<file path="src/rtl/core/mfb_pkg.sv">
`default_nettype none
package mfb_pkg;

  // fixed field widths
  localparam int NODE_W   = 3;
  localparam int CAP_W    = 16;
  localparam int FLOW_W   = 19;
  localparam int NCNT_W   = 4;
  localparam int PADDR_W  = 4;
  localparam int PDATA_W  = 32;

  localparam int NODES_DEF    = 8;
  localparam int CAP_BITS_DEF = 16;

  localparam logic [FLOW_W-1:0] FLOW_MAX = {FLOW_W{1'b1}};

  // register indexes
  localparam logic [1:0] REG_NODE_COUNT = 2'd0;
  localparam logic [1:0] REG_SOURCE     = 2'd1;
  localparam logic [1:0] REG_SINK       = 2'd2;

  localparam logic [NCNT_W-1:0] NODE_COUNT_RST = 4'd8;
  localparam logic [NODE_W-1:0] SOURCE_RST     = 3'd0;
  localparam logic [NODE_W-1:0] SINK_RST       = 3'd7;

  typedef enum logic [4:0] {
    DP_NOP,
    DP_CLEAR,
    DP_LOAD,
    DP_START,
    DP_BFS_INIT,
    DP_POP,
    DP_POP_LATCH,
    DP_SCAN_RD,
    DP_SCAN_CHK,
    DP_WALK_INIT,
    DP_UPD_INIT,
    DP_PAR_RD,
    DP_EDGE_RD,
    DP_BN_CHK,
    DP_UP_FWD,
    DP_UP_REV,
    DP_ADD_FLOW,
    DP_EMIT
  } dp_op_t;

  typedef struct packed {
    dp_op_t op;
  } dp_cmd_t;

  typedef struct packed {
    logic clr_done;
    logic trivial;
    logic q_empty;
    logic scan_end;
    logic hit_sink;
    logic walk_end;
    logic out_busy;
  } dp_stat_t;

endpackage
`default_nettype wire

</file>
<file path="src/rtl/core/mfb_in_if.sv">
`default_nettype none
interface mfb_in_if;
  import mfb_pkg::*;
  logic              valid;
  logic              ready;
  logic [NODE_W-1:0] from_node;
  logic [NODE_W-1:0] to_node;
  logic [CAP_W-1:0]  capacity;
  logic              last;

  modport source (output valid, from_node, to_node, capacity, last, input ready);
  modport sink   (input valid, from_node, to_node, capacity, last, output ready);
endinterface
`default_nettype wire

</file>
<file path="src/rtl/core/mfb_out_if.sv">
`default_nettype none
interface mfb_out_if;
  import mfb_pkg::*;
  logic              valid;
  logic              ready;
  logic [FLOW_W-1:0] max_flow;

  modport source (output valid, max_flow, input ready);
  modport sink   (input valid, max_flow, output ready);
endinterface
`default_nettype wire

</file>
<file path="src/rtl/core/max_flow_bfs_augment.sv">
// Edmonds-Karp max flow over a NODES x NODES capacity matrix. Matrix entries are taken one
// word per cycle while the block is idle; the word with last set starts the solve. Each
// augmenting round runs a breadth-first search that reads and checks each matrix entry of
// each dequeued node, then two walks along the parent path, one for the bottleneck (read
// parent, read edge, compare) and one for the update (read parent, read edge, write the
// forward and the reverse residual), all bound by the single read port of the residual
// memory. After each result, and after reset, the residual memory is cleared one entry
// per cycle over all its entries, during which no input word is taken; configuration
// writes are taken at any time but must only change while the block is idle.
`default_nettype none
module max_flow_bfs_augment #(
  parameter int NODES    = mfb_pkg::NODES_DEF,
  parameter int CAP_BITS = mfb_pkg::CAP_BITS_DEF
) (
  input  wire logic                         clk,
  input  wire logic                         rst_n,
  mfb_in_if.sink                            in_ch,
  mfb_out_if.source                         out_ch,
  input  wire logic                         psel,
  input  wire logic                         penable,
  input  wire logic                         pwrite,
  input  wire logic [mfb_pkg::PADDR_W-1:0]  paddr,
  input  wire logic [mfb_pkg::PDATA_W-1:0]  pwdata,
  output logic      [mfb_pkg::PDATA_W-1:0]  prdata,
  output logic                              pready
);
  import mfb_pkg::*;

  logic [NCNT_W-1:0] node_count_r;
  logic [NODE_W-1:0] source_node_r, sink_node_r;
  logic [1:0]        reg_idx;
  logic              cfg_wr;

  dp_cmd_t  cmd;
  dp_stat_t stat;

  assign pready  = 1'b1;
  assign reg_idx = paddr[3:2];
  assign cfg_wr  = psel && penable && pwrite;

  always_ff @(posedge clk) begin
    if (!rst_n) begin
      node_count_r  <= NODE_COUNT_RST;
      source_node_r <= SOURCE_RST;
      sink_node_r   <= SINK_RST;
    end else if (cfg_wr) begin
      case (reg_idx)
        REG_NODE_COUNT: node_count_r  <= pwdata[NCNT_W-1:0];
        REG_SOURCE:     source_node_r <= pwdata[NODE_W-1:0];
        REG_SINK:       sink_node_r   <= pwdata[NODE_W-1:0];
        default: ;
      endcase
    end
  end

  always_comb begin
    case (reg_idx)
      REG_NODE_COUNT: prdata = PDATA_W'(node_count_r);
      REG_SOURCE:     prdata = PDATA_W'(source_node_r);
      REG_SINK:       prdata = PDATA_W'(sink_node_r);
      default:        prdata = '0;
    endcase
  end

  mfb_ctrl u_ctrl (
    .clk      (clk),
    .rst_n    (rst_n),
    .in_valid (in_ch.valid),
    .in_last  (in_ch.last),
    .in_ready (in_ch.ready),
    .stat     (stat),
    .cmd      (cmd)
  );

  mfb_dp #(
    .NODES    (NODES),
    .CAP_BITS (CAP_BITS)
  ) u_dp (
    .clk         (clk),
    .rst_n       (rst_n),
    .cmd         (cmd),
    .stat        (stat),
    .from_node   (in_ch.from_node),
    .to_node     (in_ch.to_node),
    .capacity    (in_ch.capacity),
    .node_count  (node_count_r),
    .source_node (source_node_r),
    .sink_node   (sink_node_r),
    .out_valid   (out_ch.valid),
    .out_ready   (out_ch.ready),
    .max_flow    (out_ch.max_flow)
  );

endmodule
`default_nettype wire

</file>
<file path="src/rtl/core/mfb_dp.sv">
`default_nettype none
module mfb_dp #(
  parameter int NODES    = mfb_pkg::NODES_DEF,
  parameter int CAP_BITS = mfb_pkg::CAP_BITS_DEF
) (
  input  wire logic                        clk,
  input  wire logic                        rst_n,
  input  wire mfb_pkg::dp_cmd_t            cmd,
  output mfb_pkg::dp_stat_t                stat,
  input  wire logic [mfb_pkg::NODE_W-1:0]  from_node,
  input  wire logic [mfb_pkg::NODE_W-1:0]  to_node,
  input  wire logic [mfb_pkg::CAP_W-1:0]   capacity,
  input  wire logic [mfb_pkg::NCNT_W-1:0]  node_count,
  input  wire logic [mfb_pkg::NODE_W-1:0]  source_node,
  input  wire logic [mfb_pkg::NODE_W-1:0]  sink_node,
  output logic                             out_valid,
  input  wire logic                        out_ready,
  output logic [mfb_pkg::FLOW_W-1:0]       max_flow
);
  import mfb_pkg::*;

  localparam int NW  = (NODES > 1) ? $clog2(NODES) : 1;
  localparam int CW  = $clog2(NODES + 1);
  localparam int AW  = 2 * NW;
  localparam int RD  = 1 << AW;
  localparam int RW  = CAP_BITS + 1;
  localparam int SW  = ((RW > FLOW_W) ? RW : FLOW_W) + 1;
  localparam int RSW = RW + 1;
  localparam logic [RW-1:0]    RES_MAX = {RW{1'b1}};
  localparam logic [CAP_W-1:0] CAP_MASK16 =
    (CAP_BITS >= CAP_W) ? {CAP_W{1'b1}} : CAP_W'((64'd1 << CAP_BITS) - 64'd1);

  // residual, parent and queue stores
  logic [RW-1:0] res_mem [RD];
  logic          res_we;
  logic [AW-1:0] res_wa, res_ra;
  logic [RW-1:0] res_wd, res_rd_r;

  logic [NW-1:0] par_mem [NODES];
  logic          par_we;
  logic [NW-1:0] par_wa, par_ra, par_wd, par_rd_r;

  logic [NW-1:0] q_mem [NODES];
  logic          q_we;
  logic [NW-1:0] q_wa, q_ra, q_wd, q_rd_r;

  logic [CW-1:0]     n_r, n_nxt, v_r, v_nxt, head_r, head_nxt, tail_r, tail_nxt;
  logic [CW-1:0]     steps_r, steps_nxt;
  logic [NW-1:0]     u_r, u_nxt, w_r, w_nxt, pu_r, pu_nxt;
  logic [RW-1:0]     bn_r, bn_nxt;
  logic [FLOW_W-1:0] flow_r, flow_nxt, max_flow_r, max_flow_nxt;
  logic [AW-1:0]     clr_r, clr_nxt;
  logic [NODES-1:0]  visited_r, visited_nxt;
  logic              out_valid_r, out_valid_nxt;

  logic [CW-1:0]  n_eff;
  logic [NW-1:0]  src_i, dst_i, v_i;
  logic           take;
  logic [SW-1:0]  flow_sum;
  logic [RSW-1:0] rev_sum;
  logic [RW-1:0]  rev_wd;
  logic           row_ok;

  always_comb begin
    n_eff = (8'(node_count) > 8'(NODES)) ? CW'(NODES) : CW'(node_count);
    src_i = NW'(source_node);
    dst_i = NW'(sink_node);
    v_i   = v_r[NW-1:0];
    take  = !visited_r[v_i] && (res_rd_r != '0);
    row_ok = (8'(from_node) < 8'(NODES)) && (8'(to_node) < 8'(NODES));
    flow_sum = SW'(flow_r) + SW'(bn_r);
    rev_sum  = RSW'(res_rd_r) + RSW'(bn_r);
    rev_wd   = (rev_sum > RSW'(RES_MAX)) ? RES_MAX : rev_sum[RW-1:0];

    stat.clr_done = (clr_r == {AW{1'b1}});
    stat.trivial  = (source_node == sink_node) || (8'(source_node) >= 8'(n_eff)) ||
                    (8'(sink_node) >= 8'(n_eff));
    stat.q_empty  = (head_r == tail_r);
    stat.scan_end = (v_r == n_r);
    stat.hit_sink = take && (v_i == dst_i);
    stat.walk_end = (w_r == src_i) || (steps_r == CW'(NODES));
    stat.out_busy = out_valid_r;
  end

  always_comb begin
    res_we = 1'b0; res_wa = '0; res_wd = '0; res_ra = '0;
    par_we = 1'b0; par_wa = '0; par_wd = '0; par_ra = '0;
    q_we   = 1'b0; q_wa   = '0; q_wd   = '0; q_ra   = '0;
    n_nxt = n_r; v_nxt = v_r; head_nxt = head_r; tail_nxt = tail_r;
    steps_nxt = steps_r; u_nxt = u_r; w_nxt = w_r; pu_nxt = pu_r;
    bn_nxt = bn_r; flow_nxt = flow_r; clr_nxt = clr_r; visited_nxt = visited_r;
    max_flow_nxt = max_flow_r;
    out_valid_nxt = (out_valid_r && out_ready) ? 1'b0 : out_valid_r;
    case (cmd.op)
      DP_CLEAR: begin
        res_we  = 1'b1;
        res_wa  = clr_r;
        clr_nxt = clr_r + 1'b1;
      end
      DP_LOAD: begin
        res_we = row_ok;
        res_wa = {NW'(from_node), NW'(to_node)};
        res_wd = RW'(capacity & CAP_MASK16);
      end
      DP_START: begin
        n_nxt    = n_eff;
        flow_nxt = '0;
      end
      DP_BFS_INIT: begin
        visited_nxt        = '0;
        visited_nxt[src_i] = 1'b1;
        q_we     = 1'b1;
        q_wa     = '0;
        q_wd     = src_i;
        head_nxt = '0;
        tail_nxt = CW'(1);
      end
      DP_POP: begin
        q_ra     = head_r[NW-1:0];
        head_nxt = head_r + 1'b1;
      end
      DP_POP_LATCH: begin
        u_nxt = q_rd_r;
        v_nxt = '0;
      end
      DP_SCAN_RD: res_ra = {u_r, v_i};
      DP_SCAN_CHK: begin
        if (take) begin
          par_we = 1'b1;
          par_wa = v_i;
          par_wd = u_r;
          visited_nxt[v_i] = 1'b1;
          if (!stat.hit_sink && (tail_r < CW'(NODES))) begin
            q_we     = 1'b1;
            q_wa     = tail_r[NW-1:0];
            q_wd     = v_i;
            tail_nxt = tail_r + 1'b1;
          end
        end
        v_nxt = v_r + 1'b1;
      end
      DP_WALK_INIT: begin
        w_nxt     = dst_i;
        steps_nxt = '0;
        bn_nxt    = RES_MAX;
      end
      DP_UPD_INIT: begin
        w_nxt     = dst_i;
        steps_nxt = '0;
      end
      DP_PAR_RD: par_ra = w_r;
      DP_EDGE_RD: begin
        pu_nxt = par_rd_r;
        res_ra = {par_rd_r, w_r};
      end
      DP_BN_CHK: begin
        if (res_rd_r < bn_r) bn_nxt = res_rd_r;
        w_nxt     = pu_r;
        steps_nxt = steps_r + 1'b1;
      end
      DP_UP_FWD: begin
        res_we = 1'b1;
        res_wa = {pu_r, w_r};
        res_wd = res_rd_r - bn_r;
        res_ra = {w_r, pu_r};
      end
      DP_UP_REV: begin
        res_we    = 1'b1;
        res_wa    = {w_r, pu_r};
        res_wd    = rev_wd;
        w_nxt     = pu_r;
        steps_nxt = steps_r + 1'b1;
      end
      DP_ADD_FLOW: begin
        flow_nxt = (flow_sum > SW'(FLOW_MAX)) ? FLOW_MAX : flow_sum[FLOW_W-1:0];
      end
      DP_EMIT: begin
        out_valid_nxt = 1'b1;
        max_flow_nxt  = flow_r;
        clr_nxt       = '0;
      end
      default: ;
    endcase
  end

  always_ff @(posedge clk) begin
    if (res_we) res_mem[res_wa] <= res_wd;
    res_rd_r <= res_mem[res_ra];
  end

  always_ff @(posedge clk) begin
    if (par_we) par_mem[par_wa] <= par_wd;
    par_rd_r <= par_mem[par_ra];
  end

  always_ff @(posedge clk) begin
    if (q_we) q_mem[q_wa] <= q_wd;
    q_rd_r <= q_mem[q_ra];
  end

  always_ff @(posedge clk) begin
    if (!rst_n) begin
      clr_r       <= '0;
      out_valid_r <= 1'b0;
      flow_r      <= '0;
      bn_r        <= '0;
      head_r      <= '0;
      tail_r      <= '0;
    end else begin
      clr_r       <= clr_nxt;
      out_valid_r <= out_valid_nxt;
      flow_r      <= flow_nxt;
      bn_r        <= bn_nxt;
      head_r      <= head_nxt;
      tail_r      <= tail_nxt;
    end
  end

  always_ff @(posedge clk) begin
    n_r        <= n_nxt;
    v_r        <= v_nxt;
    steps_r    <= steps_nxt;
    u_r        <= u_nxt;
    w_r        <= w_nxt;
    pu_r       <= pu_nxt;
    visited_r  <= visited_nxt;
    max_flow_r <= max_flow_nxt;
  end

  assign out_valid = out_valid_r;
  assign max_flow  = max_flow_r;

  a_src_visited: assert property (@(posedge clk) disable iff (!rst_n)
    (cmd.op == DP_SCAN_CHK) |-> visited_r[src_i])
    else $error("source not marked visited during scan");

  a_queue_bounds: assert property (@(posedge clk) disable iff (!rst_n)
    (cmd.op == DP_POP) |-> (head_r < tail_r) && (tail_r <= CW'(NODES)))
    else $error("queue pointers out of order");

  a_emit_valid: assert property (@(posedge clk) disable iff (!rst_n)
    (cmd.op == DP_EMIT) |=> out_valid_r && (max_flow_r == $past(flow_r)))
    else $error("result not presented after emit");

  a_bn_nonzero: assert property (@(posedge clk) disable iff (!rst_n)
    (cmd.op == DP_UP_FWD) |-> (bn_r != '0))
    else $error("zero bottleneck on augmenting path");

endmodule
`default_nettype wire

</file>
<file path="src/rtl/core/mfb_ctrl.sv">
`default_nettype none
module mfb_ctrl (
  input  wire logic              clk,
  input  wire logic              rst_n,
  input  wire logic              in_valid,
  input  wire logic              in_last,
  output logic                   in_ready,
  input  wire mfb_pkg::dp_stat_t stat,
  output mfb_pkg::dp_cmd_t       cmd
);
  import mfb_pkg::*;

  typedef enum logic [4:0] {
    S_CLEAR, S_IDLE, S_START, S_BFS_INIT, S_POP, S_POP_LATCH, S_SCAN_RD, S_SCAN_CHK,
    S_BN_INIT, S_BN_PAR, S_BN_EDGE, S_BN_CHK, S_UP_INIT, S_UP_PAR, S_UP_EDGE,
    S_UP_FWD, S_UP_REV, S_ADD, S_DONE
  } state_t;

  state_t state_r, state_nxt;

  always_comb begin
    state_nxt = state_r;
    cmd.op    = DP_NOP;
    in_ready  = 1'b0;
    case (state_r)
      S_CLEAR: begin
        cmd.op = DP_CLEAR;
        if (stat.clr_done) state_nxt = S_IDLE;
      end
      S_IDLE: begin
        in_ready = 1'b1;
        if (in_valid) begin
          cmd.op = DP_LOAD;
          if (in_last) state_nxt = S_START;
        end
      end
      S_START: begin
        cmd.op    = DP_START;
        state_nxt = stat.trivial ? S_DONE : S_BFS_INIT;
      end
      S_BFS_INIT: begin
        cmd.op    = DP_BFS_INIT;
        state_nxt = S_POP;
      end
      S_POP: begin
        if (stat.q_empty) begin
          state_nxt = S_DONE;
        end else begin
          cmd.op    = DP_POP;
          state_nxt = S_POP_LATCH;
        end
      end
      S_POP_LATCH: begin
        cmd.op    = DP_POP_LATCH;
        state_nxt = S_SCAN_RD;
      end
      S_SCAN_RD: begin
        if (stat.scan_end) begin
          state_nxt = S_POP;
        end else begin
          cmd.op    = DP_SCAN_RD;
          state_nxt = S_SCAN_CHK;
        end
      end
      S_SCAN_CHK: begin
        cmd.op    = DP_SCAN_CHK;
        state_nxt = stat.hit_sink ? S_BN_INIT : S_SCAN_RD;
      end
      S_BN_INIT: begin
        cmd.op    = DP_WALK_INIT;
        state_nxt = S_BN_PAR;
      end
      S_BN_PAR: begin
        if (stat.walk_end) begin
          state_nxt = S_UP_INIT;
        end else begin
          cmd.op    = DP_PAR_RD;
          state_nxt = S_BN_EDGE;
        end
      end
      S_BN_EDGE: begin
        cmd.op    = DP_EDGE_RD;
        state_nxt = S_BN_CHK;
      end
      S_BN_CHK: begin
        cmd.op    = DP_BN_CHK;
        state_nxt = S_BN_PAR;
      end
      S_UP_INIT: begin
        cmd.op    = DP_UPD_INIT;
        state_nxt = S_UP_PAR;
      end
      S_UP_PAR: begin
        if (stat.walk_end) begin
          state_nxt = S_ADD;
        end else begin
          cmd.op    = DP_PAR_RD;
          state_nxt = S_UP_EDGE;
        end
      end
      S_UP_EDGE: begin
        cmd.op    = DP_EDGE_RD;
        state_nxt = S_UP_FWD;
      end
      S_UP_FWD: begin
        cmd.op    = DP_UP_FWD;
        state_nxt = S_UP_REV;
      end
      S_UP_REV: begin
        cmd.op    = DP_UP_REV;
        state_nxt = S_UP_PAR;
      end
      S_ADD: begin
        cmd.op    = DP_ADD_FLOW;
        state_nxt = S_BFS_INIT;
      end
      S_DONE: begin
        // wait for the previous word to leave the output register
        if (!stat.out_busy) begin
          cmd.op    = DP_EMIT;
          state_nxt = S_CLEAR;
        end
      end
      default: state_nxt = S_CLEAR;
    endcase
  end

  always_ff @(posedge clk) begin
    if (!rst_n) begin
      state_r <= S_CLEAR;
    end else begin
      state_r <= state_nxt;
    end
  end

endmodule
`default_nettype wire
</file>
<file path="src/flat_wrapper.sv">
// flat-port wrapper written by rule: the top's interface ports become plain ports
module max_flow_bfs_augment_flat import mfb_pkg::*;
#(
  parameter int NODES    = mfb_pkg::NODES_DEF,
  parameter int CAP_BITS = mfb_pkg::CAP_BITS_DEF
)
  (clk, rst_n, psel, penable, pwrite, paddr, pwdata, prdata, pready, in_ch_valid, in_ch_from_node, in_ch_to_node, in_ch_capacity, in_ch_last, in_ch_ready, out_ch_valid, out_ch_max_flow, out_ch_ready);
  mfb_in_if in_ch_i ();
  mfb_out_if out_ch_i ();
  input  wire logic clk;
  input  wire logic rst_n;
  input  wire logic psel;
  input  wire logic penable;
  input  wire logic pwrite;
  input  wire logic [mfb_pkg::PADDR_W-1:0] paddr;
  input  wire logic [mfb_pkg::PDATA_W-1:0] pwdata;
  output logic      [mfb_pkg::PDATA_W-1:0] prdata;
  output logic pready;
  input wire logic [$bits(in_ch_i.valid)-1:0] in_ch_valid;
  input wire logic [$bits(in_ch_i.from_node)-1:0] in_ch_from_node;
  input wire logic [$bits(in_ch_i.to_node)-1:0] in_ch_to_node;
  input wire logic [$bits(in_ch_i.capacity)-1:0] in_ch_capacity;
  input wire logic [$bits(in_ch_i.last)-1:0] in_ch_last;
  output wire logic [$bits(in_ch_i.ready)-1:0] in_ch_ready;
  output wire logic [$bits(out_ch_i.valid)-1:0] out_ch_valid;
  output wire logic [$bits(out_ch_i.max_flow)-1:0] out_ch_max_flow;
  input wire logic [$bits(out_ch_i.ready)-1:0] out_ch_ready;
  assign in_ch_i.valid = in_ch_valid;
  assign in_ch_i.from_node = in_ch_from_node;
  assign in_ch_i.to_node = in_ch_to_node;
  assign in_ch_i.capacity = in_ch_capacity;
  assign in_ch_i.last = in_ch_last;
  assign in_ch_ready = in_ch_i.ready;
  assign out_ch_valid = out_ch_i.valid;
  assign out_ch_max_flow = out_ch_i.max_flow;
  assign out_ch_i.ready = out_ch_ready;
  max_flow_bfs_augment #(.NODES(NODES), .CAP_BITS(CAP_BITS)) u_core (.clk(clk), .rst_n(rst_n), .in_ch(in_ch_i), .out_ch(out_ch_i), .psel(psel), .penable(penable), .pwrite(pwrite), .paddr(paddr), .pwdata(pwdata), .prdata(prdata), .pready(pready));
endmodule
</file>
<file path="config.mk">
export PLATFORM = sky130hd
export DESIGN_NAME = max_flow_bfs_augment_flat
export DESIGN_NICKNAME = d
export VERILOG_FILES = /design/src/rtl/core/mfb_pkg.sv /design/src/rtl/core/mfb_in_if.sv /design/src/rtl/core/mfb_out_if.sv /design/src/rtl/core/max_flow_bfs_augment.sv /design/src/rtl/core/mfb_dp.sv /design/src/rtl/core/mfb_ctrl.sv /design/src/flat_wrapper.sv
export SDC_FILE = /design/constraint.sdc
export NUM_CORES = 2
export LEC_CHECK = 0
export ABC_AREA = 1
export BUFFER_PORTS_ARGS = -buffer_cell sky130_fd_sc_hd__buf_4
export CAP_MARGIN = 30
export CORE_MARGIN = 2
export CORE_UTILIZATION = 38
export CTS_CLUSTER_DIAMETER = 60
export DETAILED_ROUTE_END_ITERATION = 10
export SLEW_MARGIN = 10
export SYNTH_ARGS = -nofsm -noshare
export SYNTH_HDL_FRONTEND = slang
export SYNTH_HIERARCHICAL = 1
export SYNTH_SLANG_ARGS = --single-unit
</file>
<file path="constraint.sdc">
create_clock -name clk -period 18.9 [get_ports clk]
set_clock_uncertainty 0.05 [all_clocks]
set_input_delay 3.78 -clock clk [delete_from_list [all_inputs] [get_ports clk]]
set_output_delay 3.78 -clock clk [all_outputs]
set_load 0.02 [all_outputs]
</file>
Word level (Yosys, flattened, before mapping)
Memories as Yosys holds them, arrays and structs flattened. A register that Yosys moved wholly into a read port is not among the register bits.
Index checks and enable logic that the tools add are counted.
Storage, ports and cells
  register bits after elaboration: 114
  bits in latches: 0
  RAM bits: 1136
  memory bits (read-only): 0
  bits of input ports: 66
  output and inout bits: 54
  word-level logic and storage cells: 200
  memories kept: 3
Cells by class
  $add $sub $neg: 8
  $mul: 0
  div/mod/pow operators: 0
  magnitude comparators: 11
  equal/unequal tests: 51
  shift-type cells: 0
  mux-type cells: 70
  bitwise gates (word level): 1
  reduce and logical (&&, ||, !) cells: 38
Memories
  u_core.u_dp.res_mem: depth 64, width 17, read ports 1, clocked after Yosys merged registers in 1, write ports 1, line mfb_dp.sv:34  | logic [RW-1:0] res_mem [RD];
  u_core.u_dp.par_mem: depth 8, width 3, read ports 1, clocked after Yosys merged registers in 1, write ports 1, line mfb_dp.sv:39  | logic [NW-1:0] par_mem [NODES];
  u_core.u_dp.q_mem: depth 8, width 3, read ports 1, clocked after Yosys merged registers in 1, write ports 1, line mfb_dp.sv:43  | logic [NW-1:0] q_mem [NODES];
Operators with widths (count)
  $pmux 5 s17: 2
  $eq 5x4->1 const B: 16
  $pmux 17 s3: 1
  $mux 3: 14
  $eq 5x3->1 const B: 8
  $mux 5: 8
  $pmux 19 s2: 1
  $mux 17: 2
  $pmux 17 s2: 1
  $pmux 4 s2: 4
  $eq 5x5->1 const B: 5
  $pmux 6 s4: 1
  $add 19x17->20: 1
  $eq 5x2->1 const B: 4
  $gt 20x19->1 const B: 1
  $mux 4: 5
  $mux 19: 1
  $add 17x17->18: 1
  $gt 18x17->1 const B: 1
  $pmux 6 s3: 1
  $lt 17x17->1: 1
  $mux 1: 17
  $reduce_bool 17->1: 1
  $sub 17x17->17: 1
  37 further kinds: 81

Depth between registers and ports, before layout
  depth in word-level cells: 12
  mapped depth: 24
  depth with buffers taken out: 22

Modules after synthesis
The synthesis kept the hierarchy.
By module, submodules not included
  mfb_dp: times used 1, cells an instance 5992, area an instance 59254.3 µm², seq. area each 37035.5 µm²
  max_flow_bfs_augment: times used 1, cells an instance 111, area an instance 742.0 µm², seq. area each 200.2 µm²
  mfb_ctrl: times used 1, cells an instance 120, area an instance 650.6 µm², seq. area each 100.1 µm²

Least setup slack after synthesis
Ideal clock, no wire load.
  path type: input-to-reg
  start: input in_ch_valid
  end: memory u_core/u_dp/res_mem[0][0] (netlist name) (data pin)
  setup time: 1009 ps
  arrival time: 8322 ps
  data required time: 17841 ps
  path slack: 9520 ps
  cell stages on the path: 4
  buffers on the path: 0
  cell sequence: a21oi_1 -> nand3_1 -> nand2_1 -> o311ai_0
RTL lines
  start: declaration: line flat_wrapper.sv:19  | input wire logic [$bits(in_ch_i.valid)-1:0] in_ch_valid;
  end: declaration: line mfb_dp.sv:34

==> summary.md <==
| Metric | Value |
|---|---|
| Run status | `finished clean` |
| Post-DRT Antenna Nets | `0` |
| Worst-path cell chain | `buf_4, a21oi_1, nand3_1, nand2_1, nor2_2, nand3_1, nand3_4, inv_8, buf_4, buf_4, buf_4, nand3_1, nand3_1, nand3_1, nand3_1, nand3_1, nand2_1` |
| Layout cells sized above 1 | `0.0753` |
| Number of warning messages in the yosys log | `6` |
| Violation count after the first detailed-route iteration | `5,154` |
| Sum of net half-perimeters after detailed placement | `101,000 um` |
| Setup repair after global routing missed its margin | `no` |
| Non-filler instance count after layout | `8,357` |
| Number of remaining DRC errors | `0` |
| Clock latency reported for the late side of the worst-skew pair | `0.79 ns` |
| Power density over cell area | `85.5 mW/mm^2` |
| CTS Root Cell | `sky130_fd_sc_hd__clkbuf_16` |
| Final period demand of the worst path | `9.33 ns` |
| Data arrival time of the critical path | `10.01 ns` |
| Global-route wire length before repair | `261,000 um` |
| Port-buffer cells | `60` |
| NetSw | `1.22 mW` |
| Max Buffers Root-to-Sink | `3` |
| Maximum achievable frequency | `0.107 GHz` |
| Worst vdd rail ir drop | `0.0000566 V` |
| Clock tree from TritonCTS | `done` |
| Number of distinct library cells after synthesis | `53` |
| Post-synth EDFFs | `1,184` |
| Netlist area before placement | `0.0606 sq mm` |
| Via Count | `44,600` |
| Deepest level of the CTS H-tree | `4` |
| Gate Count Post-Synth | `6,223` |
| Type of the most critical hold path | `reg2reg` |
| Finished Cell Area | `0.0676 sq mm` |
| Top cell type's share of synthesized area | `0.586` |
| Number of setup buffers added after CTS | `0` |
| Sequential fraction of design power | `0.531` |
| Most numerous cell in the Yosys netlist | `sky130_fd_sc_hd__inv_1` |
| Share of total power consumed by net switching | `0.210` |
| Area growth from synthesis to layout | `11.4%` |
| GRT Total Usage | `0.211` |
| Antenna cells | `0` |
| Fill cell total of the finished layout | `14,900` |
| Maximum fanout count along the critical path | `104` |
| Multi-input logic area | `0.0171 sq mm` |
| Worst stage delay on the critical path | `0.91 ns` |
| Number of slew-limit violations in the final report | `0` |
| Path type of the worst setup path | `in2reg` |
| Pre-antenna DRT Iters | `8` |
| Final routed wire length divided by cell count | `21.0 um` |
| Setup crit start kind | `input port` |
| Area of the die | `0.163 sq mm` |
| Clock transition at the registers of the reported paths | `0.06 ns` |
| Number of global-route vias before repair | `41,500` |
| Worst hold margin | `0.356 ns` |
| I/O Pins | `120` |
| Share of the yosys chip area belonging to registers | `0.616` |
| Die Y | `403 um` |
| Lkg Pwr | `26.8 nW` |
| Required time of the worst setup path | `19.58 ns` |
| Initial cell density of the core | `0.383` |
| Relative slew slack | `0.294` |
| Cells taking the most area after synthesis | `sky130_fd_sc_hd__edfxtp_1 59%, sky130_fd_sc_hd__nand3_1 9.1%, sky130_fd_sc_hd__inv_1 7.5%` |
| CP dominant cell by count | `sky130_fd_sc_hd__nand3_1` |
| Transition time at the pin with the least slew margin | `1.06 ns` |
| Crit share post-route | `0.494` |
| Number of buffers created by CTS | `139` |
| Maximum number of pins on one net before global-route repair | `195` |
| Hold_buf cts | `0` |
| Internal power component | `4.56 mW` |
| Std cell rows | `146` |
| Hold Violations, Final | `0` |
| Ranking of synthesized cells by instance count | `1,214 x sky130_fd_sc_hd__inv_1, 1,184 x sky130_fd_sc_hd__edfxtp_1, 1,098 x sky130_fd_sc_hd__nand3_1` |
| Net total in the final layout | `6,311` |
| Total congestion overflow after global routing | `0` |
| Instance area after placement | `0.0632 sq mm` |
| Mean cell area of the mapped netlist | `9.75 sq um` |
| Footprint of the flip-flops and latches | `0.0373 sq mm` |
| Final count of negative-setup-slack endpoints | `0` |
| Share of flip-flops with an asynchronous set or reset after synthesis | `0` |
| WL final | `175,000 um` |
| Largest area contributor in the synthesized netlist | `sky130_fd_sc_hd__edfxtp_1` |
| Inst Count DP | `8,104` |
| # clock sinks | `1,273` |
| Routability-driven placement congestion ratio | `0.901` |
| Number of flip-flops and latches in the synthesized netlist | `1,273` |
| Vias/cell | `5.34` |
| Initial antenna violation count | `3` |
| Max capacitance violation total | `0` |
| Core ar. | `0.158 sq mm` |
| Horizontal die dimension | `403 um` |
| Most used DFF post-synth | `sky130_fd_sc_hd__edfxtp_1` |
| Quantity of gates resized following cts | `0` |
| Sum of negative setup slack | `0 ns` |
| Util after Layout | `0.427` |
| Clock power share | `0.443` |
| Category of the worst setup path capture point | `flop` |
| Critical Path Slowest Stage Cell | `sky130_fd_sc_hd__buf_4` |
| Power share of the combinational group | `0.026` |
==> final timing paths <==
path | endpoint | from | cells past startpoint | slack [ns]
worst max-delay path | u_core/u_dp/res_rd_r[14] | in_ch_valid | 17 | 9.57
worst min-delay path | u_core/u_dp/u_r[2] | u_core/u_dp/q_rd_r[2] | 0 | 0.36
worst max register to register | u_core/u_dp/res_rd_r[14] | u_core/source_node_r[2] | 22 | 11.02
worst min register to register | u_core/u_dp/u_r[2] | u_core/u_dp/q_rd_r[2] | 0 | 0.36
==> state kept, by name, summed over array words and instances (netlist names), 8 cells and up <==
register	count
u_core/u_dp/bn_r	17
u_core/u_dp/flow_r	19
u_core/u_dp/max_flow	19
u_core/u_dp/par_mem	24
u_core/u_dp/q_mem	24
u_core/u_dp/res_mem	1088
u_core/u_dp/res_rd_r	17
u_core/u_dp/visited_r	8
==> area by class of cell <==
cell class | count | share of cell area
inverter | 1234 | 0.0687
tap | 2072 | 0.0384
multi-input combinational | 3334 | 0.252
clock buffer | 185 | 0.0562
clock inverter | 62 | 0.00668
sequential | 1273 | 0.552
timing repair buffer | 197 | 0.0252
==> cell usage in the layout (no fill, tap or decap), types with 13 or more instances in the layout <==
cell type and count:
sky130_fd_sc_hd__nand4_1 508, sky130_fd_sc_hd__nand2_1 952, sky130_fd_sc_hd__o211ai_1 46, sky130_fd_sc_hd__nand3_1 1096
sky130_fd_sc_hd__buf_4 179, sky130_fd_sc_hd__clkbuf_1 37, sky130_fd_sc_hd__clkinv_2 21, sky130_fd_sc_hd__or2_2 16
sky130_fd_sc_hd__clkinv_1 26, sky130_fd_sc_hd__o21ai_0 101, sky130_fd_sc_hd__conb_1 29, sky130_fd_sc_hd__nor2_1 209
sky130_fd_sc_hd__edfxtp_1 1184, sky130_fd_sc_hd__nor3_1 23, sky130_fd_sc_hd__dfxtp_1 89, sky130_fd_sc_hd__ha_1 63
sky130_fd_sc_hd__xnor2_1 13, sky130_fd_sc_hd__nor2_2 24, sky130_fd_sc_hd__a21oi_1 117, sky130_fd_sc_hd__clkbuf_16 144
sky130_fd_sc_hd__inv_1 1214, sky130_fd_sc_hd__a31oi_1 25
==> metrics by stage <==
stage                     setup slack (ns)  power [mW]
after floorplan                       9.52        3.21
after global placement                8.94        3.27
after detailed placement              8.96        3.27
after CTS                             9.79        5.82
after global routing                  9.22        5.94
final                                 9.57        5.78
==> cell families (layout without fill, tap and decap cells) <==
family | Yosys count | in the layout | synth area share
compound gates | 353 | 353 | 0.0340
buf+inv | 1643 | 1678 | 0.108
other cells | 2 | 29 | 0.000124
xor+xnor | 23 | 23 | 0.00332
fa+ha+maj | 66 | 66 | 0.0140
flops | 1273 | 1273 | 0.616
simple gates | 2863 | 2863 | 0.225
==> per-layer routing <==
metal	wire, um	vias to the layer above	global-route usage
met5	27	-	0
met4	6520	4	0.0874
met3	13200	273	0.0307
met2	80300	1804	0.332
met1	75000	21500	0.293
li1	-	21000	-
==> worst max-delay path, delay by kind of cell <==
kind | cells | cell delay (ns)
compound gates | 1 | 0.14
buf+inv | 5 | 3.33
simple gates | 11 | 2.47
==> power groups by stage <==
stage                     combinational [mW]  clock, mW  sequential (mW)
after floorplan                       0.0926          0             3.12
after global placement                 0.144          0             3.13
after detailed placement               0.144          0             3.13
after CTS                              0.145       2.61             3.07
after global routing                   0.160       2.72             3.07
final                                  0.147       2.56             3.07
Note: power is estimated with default switching activity, not from simulation.
